[config.mk]
export PLATFORM = sky130hd
export DESIGN_NAME = rme_sqrt_cell
export DESIGN_NICKNAME = d
export VERILOG_FILES = /design/src/hw/rtl/rme_pkg.sv /design/src/hw/rtl/rme_sqrt_cell.sv
export SDC_FILE = /design/constraint.sdc
export NUM_CORES = 1
export LEC_CHECK = 0
export BUFFER_PORTS_ARGS = -buffer_cell sky130_fd_sc_hd__buf_4
export CAP_MARGIN = 20
export CORE_MARGIN = 8
export CORE_UTILIZATION = 50
export DETAILED_ROUTE_END_ITERATION = 10
export PLACE_DENSITY = 0.85
export SYNTH_ARGS = -nofsm -noshare
export SYNTH_HDL_FRONTEND = slang
export SYNTH_SLANG_ARGS = --single-unit
[constraint.sdc]
create_clock -name aclk -period 5.4 [get_ports aclk]
set_input_delay 0.27 -clock aclk [delete_from_list [all_inputs] [get_ports aclk]]
set_output_delay 0.27 -clock aclk [all_outputs]
set_load 0.05 [all_outputs]
[src/hw/rtl/rme_pkg.sv]
// Shared types, constants and lookup functions for the rotation matrix to
// Euler angle converter. Used by every module under hw/rtl; depends on nothing.
package rme_pkg;

    localparam int SAMPLE_WIDTH    = 16;
    localparam int CORDIC_STAGES   = 16;
    localparam int N_IN            = 7;
    localparam int ANGLE_W         = 16;
    localparam int THR_W           = 15;
    localparam int N_LANES         = 3;

    localparam int IN_TDATA_W      = ((N_IN * SAMPLE_WIDTH + 7) / 8) * 8;
    localparam int OUT_TDATA_W     = N_LANES * ANGLE_W;

    // Square root datapath: one result bit per cell.
    localparam int SUM_W           = 2 * SAMPLE_WIDTH;
    localparam int SQRT_STAGES     = SAMPLE_WIDTH;
    localparam int SQ_IDX_W        = $clog2(SQRT_STAGES);
    localparam int SY_W            = SAMPLE_WIDTH;

    // CORDIC datapath: operands carry 16 guard bits and headroom for the gain.
    localparam int OPND_W          = SAMPLE_WIDTH + 1;
    localparam int GUARD_SHIFT     = 16;
    localparam int CD_W            = OPND_W + GUARD_SHIFT + 3;
    localparam int Z_W             = 20;
    localparam int CD_IDX_W        = $clog2(CORDIC_STAGES);
    localparam int ATAN_IDX_W      = 5;

    localparam logic [THR_W-1:0]         THR_RESET    = THR_W'(1);
    localparam logic signed [Z_W-1:0]    HALF_PI_Z    = Z_W'(102944);
    localparam logic signed [Z_W-1:0]    NEG_HALF_PI_Z = Z_W'(-102944);
    localparam logic signed [ANGLE_W-1:0] PI_ANGLE     = ANGLE_W'(25736);
    localparam logic signed [ANGLE_W-1:0] NEG_PI_ANGLE = ANGLE_W'(-25736);

    localparam int LANE_ROLL  = 0;
    localparam int LANE_PITCH = 1;
    localparam int LANE_YAW   = 2;

    typedef logic signed [SAMPLE_WIDTH-1:0] sample_t;

    // r00 sits in the lowest bits, matching the input tdata layout.
    typedef struct packed {
        sample_t r12;
        sample_t r11;
        sample_t r22;
        sample_t r21;
        sample_t r20;
        sample_t r10;
        sample_t r00;
    } matrix_t;

    typedef struct packed {
        logic [SUM_W-1:0] rem;
        logic [SUM_W-1:0] root;
        matrix_t          m;
    } sqrt_t;

    typedef struct packed {
        logic signed [CD_W-1:0] x;
        logic signed [CD_W-1:0] y;
        logic signed [Z_W-1:0]  z;
    } vec_t;

    typedef struct packed {
        vec_t [N_LANES-1:0] v;
        logic [N_LANES-1:0] zero;
        logic               sing;
    } cordic_t;

    // Test bit of square root cell k: 4^(SQRT_STAGES-1-k).
    function automatic logic [SUM_W-1:0] sqrt_bit(input logic [SQ_IDX_W-1:0] k);
        return SUM_W'(1) << (2 * (SQRT_STAGES - 1 - int'(k)));
    endfunction

    // atan(2^-i) in Q.16 radians, rounded to nearest.
    function automatic logic signed [Z_W-1:0] atan_q16(input logic [ATAN_IDX_W-1:0] i);
        logic signed [Z_W-1:0] a;
        case (i)
            5'd0:    a = Z_W'(51472);
            5'd1:    a = Z_W'(30386);
            5'd2:    a = Z_W'(16055);
            5'd3:    a = Z_W'(8150);
            5'd4:    a = Z_W'(4091);
            5'd5:    a = Z_W'(2047);
            5'd6:    a = Z_W'(1024);
            5'd7:    a = Z_W'(512);
            5'd8:    a = Z_W'(256);
            5'd9:    a = Z_W'(128);
            5'd10:   a = Z_W'(64);
            5'd11:   a = Z_W'(32);
            5'd12:   a = Z_W'(16);
            5'd13:   a = Z_W'(8);
            5'd14:   a = Z_W'(4);
            5'd15:   a = Z_W'(2);
            5'd16:   a = Z_W'(1);
            default: a = '0;
        endcase
        return a;
    endfunction

endpackage

[src/hw/rtl/rme_sqrt_cell.sv]
// One cell of the integer square root chain: settles one result bit per item.
// Depends on rme_pkg.
module rme_sqrt_cell (
    input  logic                          aclk,
    input  logic                          aresetn,
    input  logic                          en,
    input  logic [rme_pkg::SQ_IDX_W-1:0]  stage_idx,
    input  logic                          in_valid,
    input  rme_pkg::sqrt_t                in_d,
    output logic                          out_valid,
    output rme_pkg::sqrt_t                out_d
);
    import rme_pkg::*;

    logic [SUM_W-1:0] bit_w;
    logic [SUM_W:0]   trial;
    logic             take;
    sqrt_t            d_next;
    sqrt_t            d_reg;
    logic             valid_reg;

    always_comb begin
        bit_w  = sqrt_bit(stage_idx);
        trial  = {1'b0, in_d.root} + {1'b0, bit_w};
        take   = {1'b0, in_d.rem} >= trial;
        d_next = in_d;
        if (take) begin
            d_next.rem  = in_d.rem - trial[SUM_W-1:0];
            d_next.root = (in_d.root >> 1) + bit_w;
        end else begin
            d_next.root = in_d.root >> 1;
        end
    end

    always_ff @(posedge aclk) begin
        if (!aresetn) begin
            valid_reg <= 1'b0;
        end else if (en) begin
            valid_reg <= in_valid;
        end
    end

    always_ff @(posedge aclk) begin
        if (en) begin
            d_reg <= d_next;
        end
    end

    assign out_valid = valid_reg;
    assign out_d     = d_reg;

endmodule

==> results of run 1 <==
[final timing paths]
path / start / to / depth (start not counted)
setup / recovery: stage_idx[1] / out_d[153] / 20
setup reg to reg: out_valid / out_valid / 2
hold reg to reg: out_valid / out_valid / 2
hold / removal: in_d[12] / out_d[12] / 1
[per-stage QoR]
step,instance area (um2),setup TNS (ns),cells
3_5_place_dp,12800,0,1461
5_1_grt,14300,-0.339,1586
2_1_floorplan,9800,0,849
3_3_place_gp,12800,0,1461
4_1_cts,14300,0,1581
6_report,14300,0,1586
[power by group through the flow]
stage	sequential, mW	combinational (mW)	clock [mW]
after global placement	1.74	1.38	0
final	1.74	1.50	1.28
after floorplan	2.23	0.421	0
after global routing	1.75	1.57	1.34
after detailed placement	1.75	1.40	0
after CTS	1.72	1.47	1.27
[placed cells by master (no fill, tap or decap), drive strengths merged, types with 6 or more instances in the layout]
master and n:
a21oi 38, o21bai 14, xnor2 38, dlygate4sd3 92, a31oi 29, nand4 11, a21o 18, mux2 7
nor2 65, nor4 8, clkinv 7, inv 23, o31ai 7, clkbuf 17, xor2 46, nand2b 18
o21ai 65, nor2b 13, o211ai 6, nand2 89, nand3 19, buf 368, ha 66, nor3 19
edfxtp 176
[flip-flops by register name, summed over array words and instances (netlist names)]
register,count
out_d,176
out_valid,1
[Yosys cell counts, drive strengths merged, types with 15 or more instances]
master / n
nand2b: 18
a21oi: 38
xor2: 46
o21ai: 65
edfxtp: 176
inv: 15
nor2: 65
nand2: 89
a21o: 18
a31oi: 29
xnor2: 38
nand3: 19
nor3: 19
ha: 66
[cell type report]
cell class / instances / area, um2
tap: 265 / 332
sequential: 177 / 5310
timing repair buffer: 460 / 3720
clock buffer: 17 / 425
inverter: 15 / 56.3
multi-input combinational: 636 / 4310
clock inverter: 15 / 184
antenna: 1 / 2.50
fill: 1237 / 4990
[layer usage]
metal  up-vias  share of wire (%)  track usage (%)
met3       165                 11             8.98
met4         0                6.0             16.6
met5         -                  0                0
met1      4360                 33             31.3
li1       4125                  -                -
met2       643                 50             52.8
[cells by family after synthesis]
group,count (synthesis),synth area share (%)
muxes,9,1.01
xor gates and xnor gates,84,7.50
DFF,177,54.1
AOI/OAI and AO/OA,216,14.5
buffers and inverters,36,1.91
and+or+nand+nor,260,12.4
adders and majority gates,67,8.63
==> impl_summary.txt, run 1 <==
----------------------------------------------------
[Setup path]
  Arrival time reported for the critical path endpoint ... between 5 and 6 ns
  Cell with the biggest individual delay on the critical path ... a211oi_1
  Data required time of the critical path ... approximately 5.6 ns
  Critical path peak fanout ... 47
  Capturing element type of the critical path ... flop
  Buffers and inverters on the worst path ... 2
  Dominant delay contributor by cell family on the critical path ... compound AO/OA/AOI/OAI gates
  Slowest Stage Delay on Critical Path ... roughly 0.45 ns
  Worst path cell trace ... buf_4, nand2b_1, nor2_1, ha_1, nor2_1, a211oi_1, a21oi_1, o21a_1, o31ai_1, a31oi_1, xor2_1, ha_1, nor2b_1, o21ai_0, a21boi_0, o21ai_0, nand3_1, o211ai_4, buf_12, mux2_2
  Category of the most critical setup path ... in2reg
  Kind of launch point of the worst setup path ... input port
  Setup slack, reg-to-reg ... ~4.8 ns

[STA]
  Fmax ... 193 MHz
  Max-slew violation count ... 0
  Relative slew slack ... between 30% and 40%
  Number of failing setup endpoints in the final timing report ... 0
  Fin worst setup slack ... roughly 0.22 ns
  Final Hold Slack ... -0.00151 ns
  Ratio of final minimum period to clock period ... between 90% and 100%
  Slew at the pin with the worst max-slew slack ... approximately 0.91 ns
  Clock period minus final worst setup slack ... just over 5 ns
  Final worst clock skew ... 0 ns
  Hold Vio Cnt, Final ... 1

[Clocking]
  Cell at the root of the clock tree ... clkbuf_16
  Source-to-sink clock delay at the later pin of the worst-skew pair ... ~0.44 ns
  Resized Gates After CTS ... 0
  Inserted Clock Buffers ... 17
  Clock slew at the register clock pins of the worst setup and hold paths ... ~0.08 ns
  Clock tree from TritonCTS ... done
  CTS sink cnt ... roughly 180
  Setup fix buffers added after clock tree synthesis ... 0
  Number of levels the H-tree was split into ... 4
  Worst-case clock buffer depth ... 2
  Number of buffers inserted for hold repair after clock tree synthesis ... between 80 and 90

[Finish]
  Fraction of final layout cells with drive strength greater than 1 ... approximately a third
  Final cell utilization of the core ... about three quarters
  Total number of nets in the final design ... about 1.6k
  Area growth from synthesis to layout ... 46.3%

[Power and ir drop]
  Clock power frac ... 28.4%
  Peak VDD IR ... approximately 0.25 mV
  Cell internal pwr ... between 2 and 3 mW
  Part of the total power dissipated in sequential elements ... roughly two fifths
  Power dissipated by switching net loads ... between 1.5 and 2 mW
  Leakage power summed over all cells ... roughly 6 nW
  Final total power ... ~4.5 mW
  Power density over the cells ... approximately 320 nW/um2
  Fraction of power spent switching nets ... 37.4%
  Combinational cell fraction of total power ... 33.3%

[Yosys]
  Number of unique standard cell types used by synthesis ... 65
  Register bit count reported by yosys ... 177
  Net count of the mapped netlist ... between 1k and 1.5k
  Number of flops mapped to enable cells by yosys ... 176
  Synthesis warning total ... 0
  Most area-hungry cell type in the Yosys netlist ... edfxtp_1
  Area of the mapped netlist ... slightly below 10000 um2
  Share of async-settable or async-resettable flops after synthesis ... 0%
  Synth Flop Type ... edfxtp_1
  Mapped Cells ... approximately 850
  Share of the synthesized area in the top cell type ... a little over half
  Average footprint of a synthesized cell ... roughly 12 um2
  Area contributors post-synth ... edfxtp_1 (54%), ha_1 (8.4%), xor2_1 (4.1%)
  Share of synthesized area occupied by flip-flops and latches ... a little over half

[Routing]
  Number of optimization iterations in the first detailed-route pass ... 6
  ANT nets after route ... 0
  Total via count in the routed design ... ~9.3k
  Avg WL per Cell ... around 24 um
  Violation count after the first detailed-routing iteration ... 1038
  Drt total wl ... roughly 39000 um
  Number of vias per cell ... just under 6
  Final routed DRC violation total ... 0

[Place]
  Quantity of I/O buffers inserted on ports ... 360
  Routability Congestion ... 0.927
  HPWL after detailed placement ... between 20000 and 30000 um
  Worst setup slack before clock tree synthesis ... around 0.028 ns

[Worst hold path]
  Worst min-delay path class ... in2reg

[Status]
  Failing checks ... negative hold slack
  Result of the run ... finished, violations left

[Global routing]
  Via count of the first global-routing pass ... 9046
  First-pass GRT wire length ... around 55000 um
  Antenna violations before repair ... 1
  Global Route Usage Sum ... roughly 30%
  Total congestion overflow ... 0
  Pin count of the biggest net entering global routing ... 82

[Flow run]
  Max-capacitance violation count ... 0

[Floorplan]
  FP Rows ... between 50 and 60
  Initial core utilization ... between 50% and 60%
  Number of top-level design ports ... 361
  Die extent in y ... roughly 160 um
  Full die area ... around 24000 um2
  Die extent in x ... 156 um
  Core outline area ... roughly 19000 um2

----------------------------------------------------
Note: power is estimated with default switching activity, not from simulation.
==> run 2, diff against run 1 <==
Settings changed: CORE_UTILIZATION 50 to 48, PLACE_DENSITY 0.85 to 0.83, SETUP_SLACK_MARGIN from default to 0.3.
==> run 2 against run 1 <==
The flow still finishes with violations (negative hold slack); wire length shrank 3.0%; clock skew is the same; total power grew 0.10%; largest power group unchanged; highest routed layer is now met5.
==> impl_summary.txt, run 2 (synthesized netlist as in run 1, its figures left out) <==
----------------------------------------------------
[Status]
  Result of the run ... finished, violations left
  Failing checks ... negative hold slack

[Finish]
  Design area ... 14500 um2 (+1.0%)
  Area growth from synthesis to layout ... 47.8%
  Fraction of final layout cells with drive strength greater than 1 ... 32.7% (+0.54 points)
  Most common cell after layout, fill and taps aside ... buf_4
  Flip-flop count of the largest register after layout ... 176 (unchanged)
  Total number of nets in the final design ... 1570 (+0.77%)
  Commonest cells after routing, fill and taps aside ... buf_4 (367), edfxtp_1 (176), dlygate4sd3_1 (100)
  # fillers ... 1338 (+8.2%)

[Floorplan]
  Full die area ... 25300 um2 (+3.7%)
  Die extent in x ... 159 um (+1.9%)
  FP Rows ... 52 (+2.0%)
  Die extent in y ... 159 um (+1.9%)
  Number of top-level design ports ... 361 (unchanged)
  Initial core utilization ... 48.6% (-2.1 points)
  Core outline area ... 20200 um2 (+4.3%)

[Place]
  Routability Congestion ... 0.899 (-3.1%)
  Quantity of I/O buffers inserted on ports ... 360 (unchanged)
  HPWL after detailed placement ... 24900 um (-2.3%)
  Area after detailed placement ... 12800 um2 (+0.22%)

[Power and ir drop]
  Fraction of power spent switching nets ... 37.4% (-0.067 points)
  Cell internal pwr ... 2.84 mW (+0.21%)
  Power dissipated by switching net loads ... 1.69 mW (about the same)
  Peak VDD IR ... 0.206 mV (-19%)
  Leakage power summed over all cells ... 6.08 nW (+0.95%)
  Power density over the cells ... 312 nW/um2 (-0.93%)
  Combinational cell fraction of total power ... 33.2% (about the same)
  Part of the total power dissipated in sequential elements ... 38.3% (about the same)
  Clock power frac ... 28.5% (about the same)

[Clocking]
  CTS sink cnt ... 177 (unchanged)
  Inserted Clock Buffers ... 17 (unchanged)
  Source-to-sink clock delay at the later pin of the worst-skew pair ... 0.44 ns (about the same)
  Worst-case clock buffer depth ... 2 (unchanged)
  Cell at the root of the clock tree ... clkbuf_16
  Clock tree from TritonCTS ... done
  Clock slew at the register clock pins of the worst setup and hold paths ... 0.08 ns (about the same)
  Number of levels the H-tree was split into ... 4 (unchanged)

[STA]
  TNS Setup ... 0 ns (unchanged)
  Max-slew violation count ... 0 (unchanged)
  Relative slew slack ... 20.2% (-19 points)
  Final Hold Slack ... -0.00255 ns (-0.00104 ns)
  Number of failing setup endpoints in the final timing report ... 0 (unchanged)
  Ratio of final minimum period to clock period ... 89.5% (-6.3 points)
  Final worst clock skew ... 0 ns (unchanged)
  Setup repair after global routing missed its margin ... false
  Fmax ... 207 MHz (+7.0%)
  Clock period minus final worst setup slack ... 4.84 ns (-0.340 ns)
  Slew at the pin with the worst max-slew slack ... 1.20 ns (+0.292 ns)
  Hold Vio Cnt, Final ... 1 (unchanged)

[Setup path]
  Worst reg-to-reg path cell count ... 2 (unchanged)
  Worst path cell trace ... buf_4, nand2b_1, nor2_2, ha_1, a21oi_1, buf_4, o31ai_4, a211oi_2, or3b_2, and3_1, o21ai_0, xor2_1, ha_2, a21o_1, a21o_1, a21oi_1, nor2_1, a31oi_1, a21oi_1, o211ai_4, buf_6, buf_12, nand2b_1, xnor2_1
  Cell with the biggest individual delay on the critical path ... or3b_2
  Capture instance of the worst register-to-register path ... out_valid
  Capturing instance or port of the critical path ... out_d[133]
  Slowest Stage Delay on Critical Path ... 0.48 ns (+0.03 ns)
  Data required time of the critical path ... 5.59 ns (about the same)
  Arrival time reported for the critical path endpoint ... 5.02 ns (-0.34 ns)
  Setup slack, reg-to-reg ... 4.75 ns (about the same)
  Critical path peak fanout ... 29 (-38%)
  Kind of launch point of the worst setup path ... input port
  Capturing element type of the critical path ... flop
  Cell occurring most often along the worst timing path ... a21oi_1
  Category of the most critical setup path ... in2reg
  Setup crit start ... stage_idx[0]
  Launch instance of the worst register-to-register path ... out_valid

[Global routing]
  Pin count of the biggest net entering global routing ... 178 (+120%)
  Global Route Usage Sum ... 27.4% (-2.5 points)
  Antenna violations before repair ... 3 (+2)
  First-pass GRT wire length ... 53300 um (-3.1%)
  Via count of the first global-routing pass ... 8898 (-1.6%)
  Total congestion overflow ... 0 (unchanged)

[Routing]
  Drt total wl ... 37600 um (-3.0%)
  Number of vias per cell ... 5.64 (-3.8%)
  Final routed DRC violation total ... 0 (unchanged)
  Avg WL per Cell ... 23.4 um (-4.1%)
  ANT nets after route ... 0 (unchanged)
  Total via count in the routed design ... 9044 (-2.7%)
  Number of optimization iterations in the first detailed-route pass ... 6 (unchanged)
  Violation count after the first detailed-routing iteration ... 1003 (-3.4%)

[Worst hold path]
  Worst min-delay path class ... in2reg

[Flow run]
  Max-capacitance violation count ... 0 (unchanged)

----------------------------------------------------
run 2: cell types whose count changed in the layout (fill, tap and decap cells not counted), moves of 2 or more:
| cell | previous run | this run |
|---|---|---|
| buf_4 | 364 | 367 |
| dlygate4sd3_1 | 92 | 100 |
| inv_6 | 2 | 4 |
| inv_8 | 5 | 1 |
run 2: power by group through the flow:
stage / Combinational [mW] / Clock, mW / Sequential, mW
6_report: 1.50 / 1.29 / 1.74
5_1_grt: 1.58 / 1.34 / 1.75
4_1_cts: 1.47 / 1.27 / 1.72
3_5_place_dp: 1.40 / 0 / 1.75
3_3_place_gp: 1.39 / 0 / 1.75
2_1_floorplan: 0.421 / 0 / 2.23
run 2: routing by layer:
metal	GRT usage [%]	wire length, um	vias to the layer above
li1	-	-	4151
met5	0	13	-
met3	7.70	3090	93
met4	12.3	1560	2
met1	29.7	13500	4296
met2	48.9	19500	502
run 2: critical path, delay by kind of cell:
kind | cells | cell delay (ns)
compound gates | 10 | 1.80
buf+inv | 4 | 0.64
xor+xnor | 2 | 0.34
fa+ha+maj | 2 | 0.66
simple gates | 6 | 1.29
run 2: worst min-delay path by stage:
| stage | end | cells past startpoint | startpoint | slack (ns) |
|---|---|---|---|---|
| detailed placement | out_d[44] | 1 | in_d[44] | 0.45 |
| floorplan | out_d[0] | 0 | in_d[0] | 0.37 |
| finish | out_d[96] | 1 | in_d[96] | -0.003 |
| CTS | out_d[31] | 1 | in_d[31] | 0.00001 |
| global route | out_d[96] | 1 | in_d[96] | -0.008 |
| global placement | out_d[106] | 1 | in_d[106] | 0.45 |
run 2: timing repair:
action / in CTS / in global routing
setup buffers: 0 / 1
setup endpoints to repair: 0 / 49
resized for setup: 0 / 8
endpoints found under the hold margin: 91 / 9
hold buffers: 91 / 9
run 2: layout make-up:
cell class,count,area (um2),area share (%)
clock buffer,17,425,2.94
tap,270,338,2.33
clock inverter,15,183,1.26
sequential,177,5310,36.6
antenna,2,5.00,0.0345
timing repair buffer,472,3840,26.5
multi-input combinational,636,4340,30.0
inverter,15,56.3,0.389
run 2: through the flow:
step / instances / total power, mW / util [%] / setup slack [ns] / hold WS [ns]
after floorplan: 849 / 2.65 / - / 0.765 / 0.369
after CTS: 1592 / 4.46 / 71.2 / 0.502 / 0.0000146
after global routing: 1604 / 4.67 / 71.8 / 0.253 / -0.00811
after detailed placement: 1469 / 3.15 / 63.6 / 0.0788 / 0.449
final: 1604 / 4.53 / 71.8 / 0.564 / -0.00255
after global placement: 1469 / 3.13 / 63.6 / 0.216 / 0.448
==> run 3, diff against run 2 <==
--- a/config.mk
+++ b/config.mk
@@ -12,3 +12,3 @@
 export DETAILED_ROUTE_END_ITERATION = 10
-export PLACE_DENSITY = 0.83
+export PLACE_DENSITY = 0.79
 export SETUP_SLACK_MARGIN = 0.3
==> constraint.sdc (replaced) <==
create_clock -name aclk -period 5.4 [get_ports aclk]
set_input_delay 1.08 -clock aclk [delete_from_list [all_inputs] [get_ports aclk]]
set_output_delay 1.08 -clock aclk [all_outputs]
set_load 0.05 [all_outputs]
==> run 3 against run 2 <==
The flow now finishes without violations; first-iteration DRC count decreased by 47%; clock power is 5% lower; critical path depth shrank 2; register-to-register slack hardly changed; global-route usage shrank 3.1 points; critical path type unchanged; critical endpoint is now out_d[112]; largest cell class unchanged.
==> impl_summary.txt, run 3 (synthesized netlist as in run 1, its figures left out) <==
----------------------------------------------------
[STA]
  Final worst clock skew ... 0 ns (unchanged)
  Hold Vio Cnt, Final ... 0 (-1)
  Relative slew slack ... 47.5% (+27 points)
  Setup repair after global routing missed its margin ... false
  TNS Setup ... 0 ns (unchanged)
  Fmax ... 201 MHz (-2.8%)
  Slew at the pin with the worst max-slew slack ... 0.788 ns (-0.409 ns)
  Ratio of final minimum period to clock period ... 92.2% (+2.6 points)
  Max-slew violation count ... 0 (unchanged)
  Final Hold Slack ... 0.582 ns (+0.584 ns)
  Number of failing setup endpoints in the final timing report ... 0 (unchanged)
  Clock period minus final worst setup slack ... 4.98 ns (+0.141 ns)

[Setup path]
  Setup slack, reg-to-reg ... 4.75 ns (about the same)
  Worst path cell trace ... buf_4, nand2_4, nor3_4, ha_4, a31oi_4, o31ai_4, a211oi_2, or3b_4, and3_4, o21ai_2, xor2_1, ha_1, a21o_1, a21o_1, a21oi_2, nor2_1, a31oi_2, a21oi_2, o211ai_4, buf_12, buf_12, mux2_4
  Capturing element type of the critical path ... flop
  Arrival time reported for the critical path endpoint ... 5.16 ns (+0.14 ns)
  Launch instance of the worst register-to-register path ... out_valid
  Capture instance of the worst register-to-register path ... out_valid
  Buffers and inverters on the worst path ... 3 (-1)
  Critical path peak fanout ... 6 (-79%)
  Category of the most critical setup path ... in2reg
  Dominant delay contributor by cell family on the critical path ... compound AO/OA/AOI/OAI gates
  Kind of launch point of the worst setup path ... input port
  Data required time of the critical path ... 5.59 ns (about the same)
  Worst reg-to-reg path cell count ... 2 (unchanged)
  Cell with the biggest individual delay on the critical path ... or3b_4
  Slowest Stage Delay on Critical Path ... 0.42 ns (-0.06 ns)

[Finish]
  Most common cell after layout, fill and taps aside ... buf_4
  Design area ... 14600 um2 (+0.85%)
  Fraction of final layout cells with drive strength greater than 1 ... 43.0% (+10 points)
  Area growth from synthesis to layout ... 49.1%
  Flip-flop count of the largest register after layout ... 176 (unchanged)
  Commonest cells after routing, fill and taps aside ... buf_4 (445), edfxtp_1 (176), nand2_1 (83)
  Total number of nets in the final design ... 1557 (-0.83%)
  Antenna diode instance count ... 0 (-2)
  # fillers ... 1419 (+6.1%)

[Global routing]
  Met1 routing resource usage after global routing ... 27.2% (-2.4 points)
  Via count of the first global-routing pass ... 8288 (-6.9%)
  Pin count of the biggest net entering global routing ... 97 (-46%)
  Most heavily used metal layer in global routing ... met2
  Global-route track usage on met3 ... 7.06% (-0.65 points)
  Total congestion overflow ... 0 (unchanged)
  First-pass GRT wire length ... 47800 um (-10%)
  Antenna violations before repair ... 1 (-2)
  Met2 GRT Util ... 44.2% (-4.7 points)
  Global Route Usage Sum ... 24.2% (-3.1 points)

[Routing]
  Number of optimization iterations in the first detailed-route pass ... 6 (unchanged)
  ANT nets after route ... 0 (unchanged)
  Drt total wl ... 33000 um (-12%)
  Violation count after the first detailed-routing iteration ... 527 (-47%)
  Total via count in the routed design ... 8637 (-4.5%)
  Number of vias per cell ... 5.44 (-3.6%)
  Avg WL per Cell ... 20.7 um (-12%)
  Final routed DRC violation total ... 0 (unchanged)

[Floorplan]
  Die extent in y ... 159 um (unchanged)
  FP Rows ... 52 (unchanged)
  Core outline area ... 20200 um2 (unchanged)
  Die extent in x ... 159 um (unchanged)
  Full die area ... 25300 um2 (unchanged)
  Initial core utilization ... 48.6% (unchanged)
  Number of top-level design ports ... 361 (unchanged)

[Clocking]
  Number of buffers inserted for hold repair after clock tree synthesis ... 0 (-100%)
  Inserted Clock Buffers ... 17 (unchanged)
  Source-to-sink clock delay at the later pin of the worst-skew pair ... 0.43 ns (about the same)
  CTS sink cnt ... 177 (unchanged)
  Clock tree from TritonCTS ... done
  Clock slew at the register clock pins of the worst setup and hold paths ... 0.07 ns (about the same)
  Cell at the root of the clock tree ... clkbuf_16
  Number of levels the H-tree was split into ... 4 (unchanged)
  Worst-case clock buffer depth ... 2 (unchanged)

[Power and ir drop]
  Power density over the cells ... 309 nW/um2 (-1.2%)
  Peak VDD IR ... 0.210 mV (+2.2%)
  Leakage power summed over all cells ... 6.22 nW (+2.3%)

[Place]
  Quantity of I/O buffers inserted on ports ... 360 (unchanged)
  Area after detailed placement ... 13500 um2 (+5.3%)
  HPWL after detailed placement ... 25600 um (+2.6%)
  Routability Congestion ... 0.932 (+3.7%)

[Worst hold path]
  Worst min-delay path class ... reg2reg
  Worst hold path cell count ... 2 (+1)
  WHS Endpoint ... out_valid
  Hold wc startpoint ... out_valid

[Status]
  Result of the run ... complete, no violations

[Flow run]
  Max-capacitance violation count ... 0 (unchanged)

----------------------------------------------------
## run 3: cell types whose count changed in the layout (fill, tap and decap cells not counted), sizes merged
| cell | delta |
|---|---|
| clkbuf | +3 |
| buf | +84 |
| dlygate4sd3 | -100 |
| diode | -2 |
| clkinv | -2 |
| inv | +1 |
| clkinvlp | +1 |
## run 3: repair_timing
item	CTS	global route
resized for setup	0	61
setup endpoints to repair	0	64
buffers inserted	0	15
## run 3: how the worst max path moves through the flow
stage / start / end / slack [ns] / depth (start not counted)
after global routing: stage_idx[2] / out_d[142] / 0.24 / 24
after CTS: stage_idx[3] / out_d[112] / 0.31 / 21
after detailed placement: stage_idx[1] / out_d[152] / -0.14 / 24
after floorplan: stage_idx[3] / out_d[112] / 0.31 / 20
after global placement: stage_idx[1] / out_d[112] / -0.07 / 24
final: stage_idx[3] / out_d[112] / 0.42 / 22
## run 3: layout make-up
| class | count | area, um2 | share of cell area, % |
|---|---|---|---|
| flip-flops and latches | 177 | 5310 | 36.3 |
| multi-input cells | 636 | 4730 | 32.4 |
| repair buffers | 459 | 3590 | 24.6 |
| clock buffers | 17 | 425 | 2.91 |
| well taps | 270 | 338 | 2.31 |
| clock inverters | 15 | 165 | 1.13 |
| inverters | 15 | 56.3 | 0.385 |
## run 3: per-layer routing
layer	vias to the layer above	routed length, um
met2	315	17500
met1	4145	12300
met4	2	753
li1	4120	-
met3	55	2330
met5	-	11
## run 3: stage by stage
stage / instances / power, mW / util (%) / setup WS, ns
finish: 1589 / 4.51 / 72.5 / 0.423
detailed placement: 1539 / 3.24 / 67.0 / -0.141
CTS: 1571 / 4.47 / 69.9 / 0.308
floorplan: 849 / 2.67 / - / 0.306
global route: 1589 / 4.68 / 72.5 / 0.235
global placement: 1539 / 3.21 / 67.0 / -0.0693
## run 3: tightest hold or removal path: stages (launching register included)
cell     delay [ns]
dfxtp_1        0.32
mux2i_1        0.14
nor2b_1        0.07
## run 3: report_power, final
group,internal [mW],leakage [nW],switching (mW)
combinational,0.582,4.20,0.984
sequential,1.68,1.73,0.0410
clock,0.623,0.285,0.604
total,2.88,6.22,1.63
